[config.mk]
export PLATFORM = sky130hd
export DESIGN_NAME = hsv_to_rgb_converter
export DESIGN_NICKNAME = d
export VERILOG_FILES = /design/src/hsv2rgb_pkg.sv /design/src/hsv_to_rgb_converter.sv /design/src/hsv2rgb_front.sv /design/src/hsv2rgb_weight.sv /design/src/hsv2rgb_mix.sv
export SDC_FILE = /design/constraint.sdc
export NUM_CORES = 1
export LEC_CHECK = 0
export BUFFER_PORTS_ARGS = -buffer_cell sky130_fd_sc_hd__buf_4
export CORE_AREA = 2 2 293 208
export DETAILED_ROUTE_END_ITERATION = 8
export DIE_AREA = 0 0 295 210
export PLACE_DENSITY_LB_ADDON = 0.1
export SYNTH_ARGS = -nofsm -noshare
export SYNTH_HDL_FRONTEND = slang
export SYNTH_HIERARCHICAL = 1
export SYNTH_SLANG_ARGS = --single-unit
[constraint.sdc]
create_clock -name i_clk -period 7.64 [get_ports i_clk]
set_clock_uncertainty 0.05 [all_clocks]
set_input_delay 0.764 -clock i_clk [delete_from_list [all_inputs] [get_ports i_clk]]
set_output_delay 0.764 -clock i_clk [all_outputs]
set_load 0.02 [all_outputs]
[src/hsv2rgb_pkg.sv]
`timescale 1ns / 1ps
// Shared types and constants for the HSV to RGB pixel converter.
// No dependencies; imported by every module of the converter.
package hsv2rgb_pkg;

    // Field widths of the pixel interface.
    localparam int HUE_W    = 16;
    localparam int PIX_W    = 13;

    // Default fraction width of saturation, value and the color channels.
    localparam int FRAC_BITS_DEF = 12;

    // Hue scaling: h1 = (hue * 3/pi in Q24) >> 24, with h1 in Q.13.
    localparam int           SCALE_W     = 24;
    localparam logic [23:0]  HUE_SCALE   = 24'd16021061;
    localparam int           HPROD_W     = HUE_W + SCALE_W;
    localparam int           HUE_FRAC    = 13;
    localparam int           SECTOR_W    = 3;
    localparam int           WEIGHT_W    = HUE_FRAC + 1;
    localparam logic [13:0]  WEIGHT_ONE  = 14'd8192;

    // Product widths.
    localparam int CPROD_W  = 2 * PIX_W;
    localparam int XPROD_W  = PIX_W + WEIGHT_W;

    typedef enum logic [2:0] {
        SECTOR_0 = 3'd0,
        SECTOR_1 = 3'd1,
        SECTOR_2 = 3'd2,
        SECTOR_3 = 3'd3,
        SECTOR_4 = 3'd4,
        SECTOR_5 = 3'd5
    } t_sector;

    typedef struct packed {
        logic [HUE_W-1:0] hue;
        logic [PIX_W-1:0] saturation;
        logic [PIX_W-1:0] brightness;
    } t_hsv_pixel;

    typedef struct packed {
        logic [PIX_W-1:0] red;
        logic [PIX_W-1:0] green;
        logic [PIX_W-1:0] blue;
    } t_rgb_pixel;

    // After both front multipliers.
    typedef struct packed {
        logic [HPROD_W-1:0] hue_prod;
        logic [CPROD_W-1:0] chroma_prod;
        logic [PIX_W-1:0]   bright;
    } t_prod_stage;

    // Ready for the channel mix.
    typedef struct packed {
        t_sector          sector;
        logic [PIX_W-1:0] x_val;
        logic [PIX_W-1:0] chroma;
        logic [PIX_W-1:0] offset;
    } t_mix_stage;

endpackage

[src/hsv_to_rgb_converter.sv]
`timescale 1ns / 1ps
// HSV to RGB pixel converter, five register stages: clamp, two multipliers,
// sector and weight, x multiplier, channel mix into the output register.
// Takes one pixel per cycle while the output is not stalled.
// Each stage holds its transaction while stalled, so a full pipeline stops without loss.
// Synchronous active-low reset clears all valid bits; the pipeline is empty afterwards.
module hsv_to_rgb_converter
    import hsv2rgb_pkg::*;
#(
    parameter int FRAC_BITS = FRAC_BITS_DEF
) (
    input  logic       i_clk,
    input  logic       i_rst_n,
    input  logic       i_valid,
    output logic       o_ready,
    input  t_hsv_pixel i_pixel,
    output logic       o_valid,
    input  logic       i_ready,
    output t_rgb_pixel o_rgb
);

    logic        front_valid;
    logic        front_ready;
    t_prod_stage front_data;
    logic        weight_valid;
    logic        weight_ready;
    t_mix_stage  weight_data;

    hsv2rgb_front #(
        .FRAC_BITS(FRAC_BITS)
    ) u_front (
        .i_clk   (i_clk),
        .i_rst_n (i_rst_n),
        .i_valid (i_valid),
        .o_ready (o_ready),
        .i_pixel (i_pixel),
        .o_valid (front_valid),
        .i_ready (front_ready),
        .o_data  (front_data)
    );

    hsv2rgb_weight #(
        .FRAC_BITS(FRAC_BITS)
    ) u_weight (
        .i_clk   (i_clk),
        .i_rst_n (i_rst_n),
        .i_valid (front_valid),
        .o_ready (front_ready),
        .i_data  (front_data),
        .o_valid (weight_valid),
        .i_ready (weight_ready),
        .o_data  (weight_data)
    );

    hsv2rgb_mix u_mix (
        .i_clk   (i_clk),
        .i_rst_n (i_rst_n),
        .i_valid (weight_valid),
        .o_ready (weight_ready),
        .i_data  (weight_data),
        .o_valid (o_valid),
        .i_ready (i_ready),
        .o_data  (o_rgb)
    );

endmodule

[src/hsv2rgb_front.sv]
`timescale 1ns / 1ps
// Front end: input clamping register, then the hue scaling and chroma multipliers.
// Depends on hsv2rgb_pkg.
module hsv2rgb_front
    import hsv2rgb_pkg::*;
#(
    parameter int FRAC_BITS = FRAC_BITS_DEF
) (
    input  logic        i_clk,
    input  logic        i_rst_n,
    input  logic        i_valid,
    output logic        o_ready,
    input  t_hsv_pixel  i_pixel,
    output logic        o_valid,
    input  logic        i_ready,
    output t_prod_stage o_data
);

    localparam int CMP_W = (FRAC_BITS + 1 > PIX_W) ? FRAC_BITS + 1 : PIX_W;
    localparam logic [CMP_W-1:0] ONE = CMP_W'(1) << FRAC_BITS;

    logic        r_s1_valid;
    t_hsv_pixel  r_s1;
    t_hsv_pixel  n_s1;
    logic        r_s2_valid;
    t_prod_stage r_s2;
    t_prod_stage n_s2;
    logic        ready1;
    logic        ready2;

    assign ready2  = !r_s2_valid || i_ready;
    assign ready1  = !r_s1_valid || ready2;
    assign o_ready = ready1;
    assign o_valid = r_s2_valid;
    assign o_data  = r_s2;

    // Saturation and value above 1.0 are clamped to 1.0.
    always_comb begin
        n_s1.hue        = i_pixel.hue;
        n_s1.saturation = (CMP_W'(i_pixel.saturation) > ONE) ? PIX_W'(ONE)
                                                              : i_pixel.saturation;
        n_s1.brightness = (CMP_W'(i_pixel.brightness) > ONE) ? PIX_W'(ONE)
                                                              : i_pixel.brightness;
    end

    always_comb begin
        n_s2.hue_prod    = HPROD_W'(r_s1.hue) * HPROD_W'(HUE_SCALE);
        n_s2.chroma_prod = CPROD_W'(r_s1.saturation) * CPROD_W'(r_s1.brightness);
        n_s2.bright      = r_s1.brightness;
    end

    always_ff @(posedge i_clk) begin
        if (!i_rst_n) begin
            r_s1_valid <= 1'b0;
            r_s2_valid <= 1'b0;
        end else begin
            if (ready1) r_s1_valid <= i_valid;
            if (ready2) r_s2_valid <= r_s1_valid;
        end
    end

    always_ff @(posedge i_clk) begin
        if (ready1 && i_valid) r_s1 <= n_s1;
        if (ready2 && r_s1_valid) r_s2 <= n_s2;
    end

endmodule

[src/hsv2rgb_weight.sv]
`timescale 1ns / 1ps
// Sector decode and hue weight, then the x = c * w multiplier and m = v - c.
// Depends on hsv2rgb_pkg.
module hsv2rgb_weight
    import hsv2rgb_pkg::*;
#(
    parameter int FRAC_BITS = FRAC_BITS_DEF
) (
    input  logic        i_clk,
    input  logic        i_rst_n,
    input  logic        i_valid,
    output logic        o_ready,
    input  t_prod_stage i_data,
    output logic        o_valid,
    input  logic        i_ready,
    output t_mix_stage  o_data
);

    typedef struct packed {
        t_sector             sector;
        logic [WEIGHT_W-1:0] weight;
        logic [PIX_W-1:0]    chroma;
        logic [PIX_W-1:0]    bright;
    } t_weight_stage;

    logic                r_s3_valid;
    t_weight_stage       r_s3;
    t_weight_stage       n_s3;
    logic                r_s4_valid;
    t_mix_stage          r_s4;
    t_mix_stage          n_s4;
    logic                ready3;
    logic                ready4;
    logic [SECTOR_W-1:0] raw_sector;
    logic [HUE_FRAC-1:0] frac;
    logic [XPROD_W-1:0]  x_prod;

    assign ready4  = !r_s4_valid || i_ready;
    assign ready3  = !r_s3_valid || ready4;
    assign o_ready = ready3;
    assign o_valid = r_s4_valid;
    assign o_data  = r_s4;

    assign raw_sector = i_data.hue_prod[HPROD_W-1 -: SECTOR_W];
    assign frac       = i_data.hue_prod[SCALE_W +: HUE_FRAC];

    // A full turn or more lands in sector 6 or 7; those wrap back to 0 and 1.
    // The weight keeps the parity of the unwrapped sector, which agrees.
    always_comb begin
        n_s3.weight = raw_sector[0] ? (WEIGHT_ONE - WEIGHT_W'(frac)) : WEIGHT_W'(frac);
        n_s3.chroma = PIX_W'(i_data.chroma_prod >> FRAC_BITS);
        n_s3.bright = i_data.bright;
        unique case (raw_sector)
            3'd0:    n_s3.sector = SECTOR_0;
            3'd1:    n_s3.sector = SECTOR_1;
            3'd2:    n_s3.sector = SECTOR_2;
            3'd3:    n_s3.sector = SECTOR_3;
            3'd4:    n_s3.sector = SECTOR_4;
            3'd5:    n_s3.sector = SECTOR_5;
            3'd6:    n_s3.sector = SECTOR_0;
            default: n_s3.sector = SECTOR_1;
        endcase
    end

    assign x_prod = XPROD_W'(r_s3.chroma) * XPROD_W'(r_s3.weight);

    always_comb begin
        n_s4.sector = r_s3.sector;
        n_s4.x_val  = PIX_W'(x_prod >> HUE_FRAC);
        n_s4.chroma = r_s3.chroma;
        n_s4.offset = r_s3.bright - r_s3.chroma;
    end

    always_ff @(posedge i_clk) begin
        if (!i_rst_n) begin
            r_s3_valid <= 1'b0;
            r_s4_valid <= 1'b0;
        end else begin
            if (ready3) r_s3_valid <= i_valid;
            if (ready4) r_s4_valid <= r_s3_valid;
        end
    end

    always_ff @(posedge i_clk) begin
        if (ready3 && i_valid) r_s3 <= n_s3;
        if (ready4 && r_s3_valid) r_s4 <= n_s4;
    end

endmodule

[src/hsv2rgb_mix.sv]
`timescale 1ns / 1ps
// Channel mix: sector permutation of (c, x, 0) plus m, into the output register.
// Depends on hsv2rgb_pkg.
module hsv2rgb_mix
    import hsv2rgb_pkg::*;
(
    input  logic       i_clk,
    input  logic       i_rst_n,
    input  logic       i_valid,
    output logic       o_ready,
    input  t_mix_stage i_data,
    output logic       o_valid,
    input  logic       i_ready,
    output t_rgb_pixel o_data
);

    logic             r_valid;
    t_rgb_pixel       r_rgb;
    t_rgb_pixel       n_rgb;
    logic [PIX_W-1:0] red_base;
    logic [PIX_W-1:0] green_base;
    logic [PIX_W-1:0] blue_base;

    assign o_ready = !r_valid || i_ready;
    assign o_valid = r_valid;
    assign o_data  = r_rgb;

    always_comb begin
        unique case (i_data.sector)
            SECTOR_0: begin
                red_base = i_data.chroma; green_base = i_data.x_val;  blue_base = '0;
            end
            SECTOR_1: begin
                red_base = i_data.x_val;  green_base = i_data.chroma; blue_base = '0;
            end
            SECTOR_2: begin
                red_base = '0; green_base = i_data.chroma; blue_base = i_data.x_val;
            end
            SECTOR_3: begin
                red_base = '0; green_base = i_data.x_val;  blue_base = i_data.chroma;
            end
            SECTOR_4: begin
                red_base = i_data.x_val;  green_base = '0; blue_base = i_data.chroma;
            end
            default: begin
                red_base = i_data.chroma; green_base = '0; blue_base = i_data.x_val;
            end
        endcase
        n_rgb.red   = red_base + i_data.offset;
        n_rgb.green = green_base + i_data.offset;
        n_rgb.blue  = blue_base + i_data.offset;
    end

    always_ff @(posedge i_clk) begin
        if (!i_rst_n) begin
            r_valid <= 1'b0;
        end else if (o_ready) begin
            r_valid <= i_valid;
        end
    end

    always_ff @(posedge i_clk) begin
        if (o_ready && i_valid) r_rgb <= n_rgb;
    end

endmodule

=== Yosys cells after proc, flatten, opt, wreduce, memory -nomap -nowiden ===
Index checks and enable logic that the tools add are counted.
W data, S select, Z words.

* Flip-flop bits (word level): 249
* Input bits: 46

* Mux-type cells: 5
* Magnitude comparators: 2
* Reduce and logical (&&, ||, !) cells: 24
* $add $sub $neg: 5
* Equal/unequal tests: 9
* $mul: 3

{| class="wikitable"
|+ Operators by type and width
! kind !! count
|-
| $pmux W13 S2 || 3
|-
| $mul A16 B24 Y40 const B || 1
|-
| $add A13 B13 Y13 || 3
|-
| $gt A13 B13 Y1 const B || 2
|-
| $mul A13 B14 Y26 || 1
|-
| $mul A13 B13 Y25 || 1
|-
| $pmux W3 S5 || 1
|-
| $reduce_or A2 Y1 || 7
|-
| $sub A14 B13 Y14 const A || 1
|-
| $mux W13 || 1
|-
| $sub A13 B13 Y13 || 1
|-
| $eq A3 B2 Y1 const B || 4
|-
| $eq A3 B3 Y1 const B || 4
|-
| $logic_not A3 Y1 || 2
|-
| $logic_and A1 B1 Y1 || 5
|-
| $logic_not A1 Y1 || 5
|-
| $logic_or A1 B1 Y1 || 5
|-
| $eq A3 B1 Y1 const B || 1
|}

=== Logic depth before layout (Yosys ltp) ===
* Depth in word-level cells: 7
* Gate-level depth with buffers: 21

=== Modules after synthesis ===
Netlist, hierarchy kept.

{| class="wikitable"
|+ By module, submodules not included
! module !! area each (µm²) !! cells each !! sequential area each (µm²) !! instances
|-
| hsv2rgb_front || 16414.5 || 1583 || 3673.5 || 1
|-
| hsv2rgb_weight || 9048.7 || 867 || 2592.5 || 1
|-
| hsv2rgb_mix || 3905.0 || 444 || 1191.1 || 1
|}

=== Worst setup path before layout ===
Ideal clock, no wire load.

* Kind: flip-flop to flip-flop
* Start: register u_front/r_s1[31] (netlist name)
* End: register u_front.r_s2 (netlist bit u_front/o_data[72]) (data pin)
* Period minus slack after synthesis: 5.698 ns
* Library setup time: 0.258 ns
* Path slack: 1.942 ns
* Data arrival time: 5.390 ns
* Stages on the path, launching flop included: 19
* Cells stage by stage: edfxtp_1 fa_1 inv_1 fa_1 inv_1 fa_1 fa_1 inv_1 fa_1 fa_1 inv_1 ha_1 a21o_1 a21o_1 a21oi_1 o21ai_1 or4_1 o221ai_2 xnor2_1

{| class="wikitable"
|+ RTL lines
! what !! line !! source
|-
| from (decl) || hsv2rgb_front.sv:23 || <nowiki>t_hsv_pixel r_s1;</nowiki>
|-
| from (signal assigned) || hsv2rgb_front.sv:63 || <nowiki>if (ready1 && i_valid) r_s1 <= n_s1;</nowiki>
|-
| to (signal assigned) || hsv2rgb_front.sv:64 || <nowiki>if (ready2 && r_s1_valid) r_s2 <= n_s2;</nowiki>
|-
| to (decl) || hsv2rgb_front.sv:26 || <nowiki>t_prod_stage r_s2;</nowiki>
|}

==> results.toml <==
[status]
status = "complete, no violations"

[min_path]
min_from = "i_pixel[29]"
min_delay_path_depth = 1
min_path_type = "input port to flop"

[detailed_routing]
num_vias = 18910
dr.pass1.iters = 7
post_drt_wl_per_cell_um = 17.95
drc_errors = 0
drt_iter0_drc = 1097
wl_mm = 65.61
vias_per_cell = 5.175
drtAntennaViolNets = 0

[layout]
drive_above_1_share = 0.06254
area_growth_pct = 7.581
utilization = 0.5065
fin_nets = 3598
antenna_cells = 0

[timing]
min_period_ps = 6233
clock.fmax_ghz = 0.1604
hold_violations = 0
fin_tns_setup_ps = 0
slew_viol_final = 0
setup_viol = 0
finalCritPeriodShare = 0.8159
holdWs_ps = 324.0
tightest_slew_ps = 1179
rsz0062_at_grt = "no"
setup_ws_ps = 1407
slew_headroom = 0.2122

[critical_path]
end_kind = "flop"
cp_data_arrival_time_ps = 6460
path_class = "flop to flop"
worstPathRequired_ps = 7870
critPathLaunch = "u_front/n_s2[12]$_SDFFCE_PN1P_"
crit_fanout = 14
timing.rr.start = "u_front/n_s2[12]$_SDFFCE_PN1P_"
start_kind = "flop"
reg2regPathDepth = 18

[clock_network]
cts_buffer_depth = 3
clk_pin_slew_ps = 70
root_buffer = "clkbuf_16"
hold_buffers = 0
cts_sinks = 213
cts_resized = 0
cts_setup_buffers = 0
htree_levels = 1
cts_buffers = 24
cts_tree = "yes"
clkLatencyLatePin_ps = 560

[floorplan]
die_w_um = 295
dieArea_um2 = 61950
ios = 87
die_y_um = 210
num_rows = 75
start_util = 0.4708
core-area_um2 = 59210

[global_routing]
grt_max_degree = 58
use_met3 = 0.03121
grt_antenna_before_repair = 0
grt_pass1_wl_mm = 107.9
grt_overflow = 0
grtUsageTotal = 0.2203
busiest_layer = "met2"
use_met2 = 0.3417
grt_pass1_vias = 20040
gr-usage-met1 = 0.3326

[synthesis]
synth_area_um2 = 27880
syn_avg_cell_area_um2 = 9.945
synthCells = 2803
synth_fp_nets = 3573
synth_warnings = 6

[placement]
dp_slack_ps = 1442
port_buffers = 86
gp_congestion = 0.9136
dp_hpwl_mm = 53.25

[flow_run]
drv_cap = 0
==> final timing paths <==
kind,endpoint,slack [ps]
hold / removal,u_front/r_s1[29]$_DFFE_PP_,320
setup / recovery,u_front/o_data[37]$_DFFE_PP_,1410
setup reg to reg,u_front/o_data[37]$_DFFE_PP_,1410
hold reg to reg,u_weight/r_s3[2]$_DFFE_PP_,370
==> sequential cells by signal, indices dropped and copies added, names as in the netlist, 13 cells and up <==
name	count
u_front/n_s2	13
u_front/o_data	42
u_front/r_s1	29
u_mix/o_data	39
u_weight/n_s4	16
u_weight/o_data	42
u_weight/r_s3	27
==> layout make-up <==
type,instances,area [um2]
Clock buffer,31,626.9
Clock inverter,13,128.9
Fill cell,5455,29220
Inverter,571,2143
Multi-Input combinational cell,1924,19030
Sequential cell,213,6346
Tap cell,808,1011
Timing Repair Buffer,94,705.7
==> per-stage QoR <==
step	instance area (um2)	instances
6_report	29990	3654
5_1_grt	29990	3654
4_1_cts	29990	3654
3_5_place_dp	29230	3610
3_3_place_gp	29230	3610
2_1_floorplan	27880	2803
==> routing by layer <==
metal | part of all wire | vias to the layer above
li1 | - | 9072
met1 | 0.50 | 9400
met2 | 0.43 | 385
met3 | 0.050 | 51
met4 | 0.016 | 0
met5 | 0 | -
==> worst max-delay path, cell delays in order, from the launching register on <==
cell       delay [ps]
edfxtp_1          720
nand2_1           180
fa_1              560
inv_1              50
fa_1              540
inv_1              60
fa_1              530
inv_1              50
fa_1              540
inv_1              60
fa_1              530
inv_1              40
ha_1              410
inv_1             190
nor4_1            440
nand2_1           130
o21ai_2           200
mux2i_1           100
a2111oi_0         560
==> layout by cell type (no fill, tap or decap), types with 42 or more instances in the layout <==
| cell | instances |
|---|---|
| a21o_1 | 42 |
| a21oi_1 | 106 |
| and2_1 | 170 |
| buf_4 | 94 |
| edfxtp_1 | 208 |
| fa_1 | 376 |
| ha_1 | 348 |
| inv_1 | 571 |
| nand2_1 | 321 |
| nor2_1 | 65 |
| nor2b_1 | 42 |
| o21ai_0 | 49 |
| xnor2_1 | 68 |
Power is left out: the tool's default activity adds up to more than one toggle a clock period on the data nets, which glitch-free logic cannot reach.
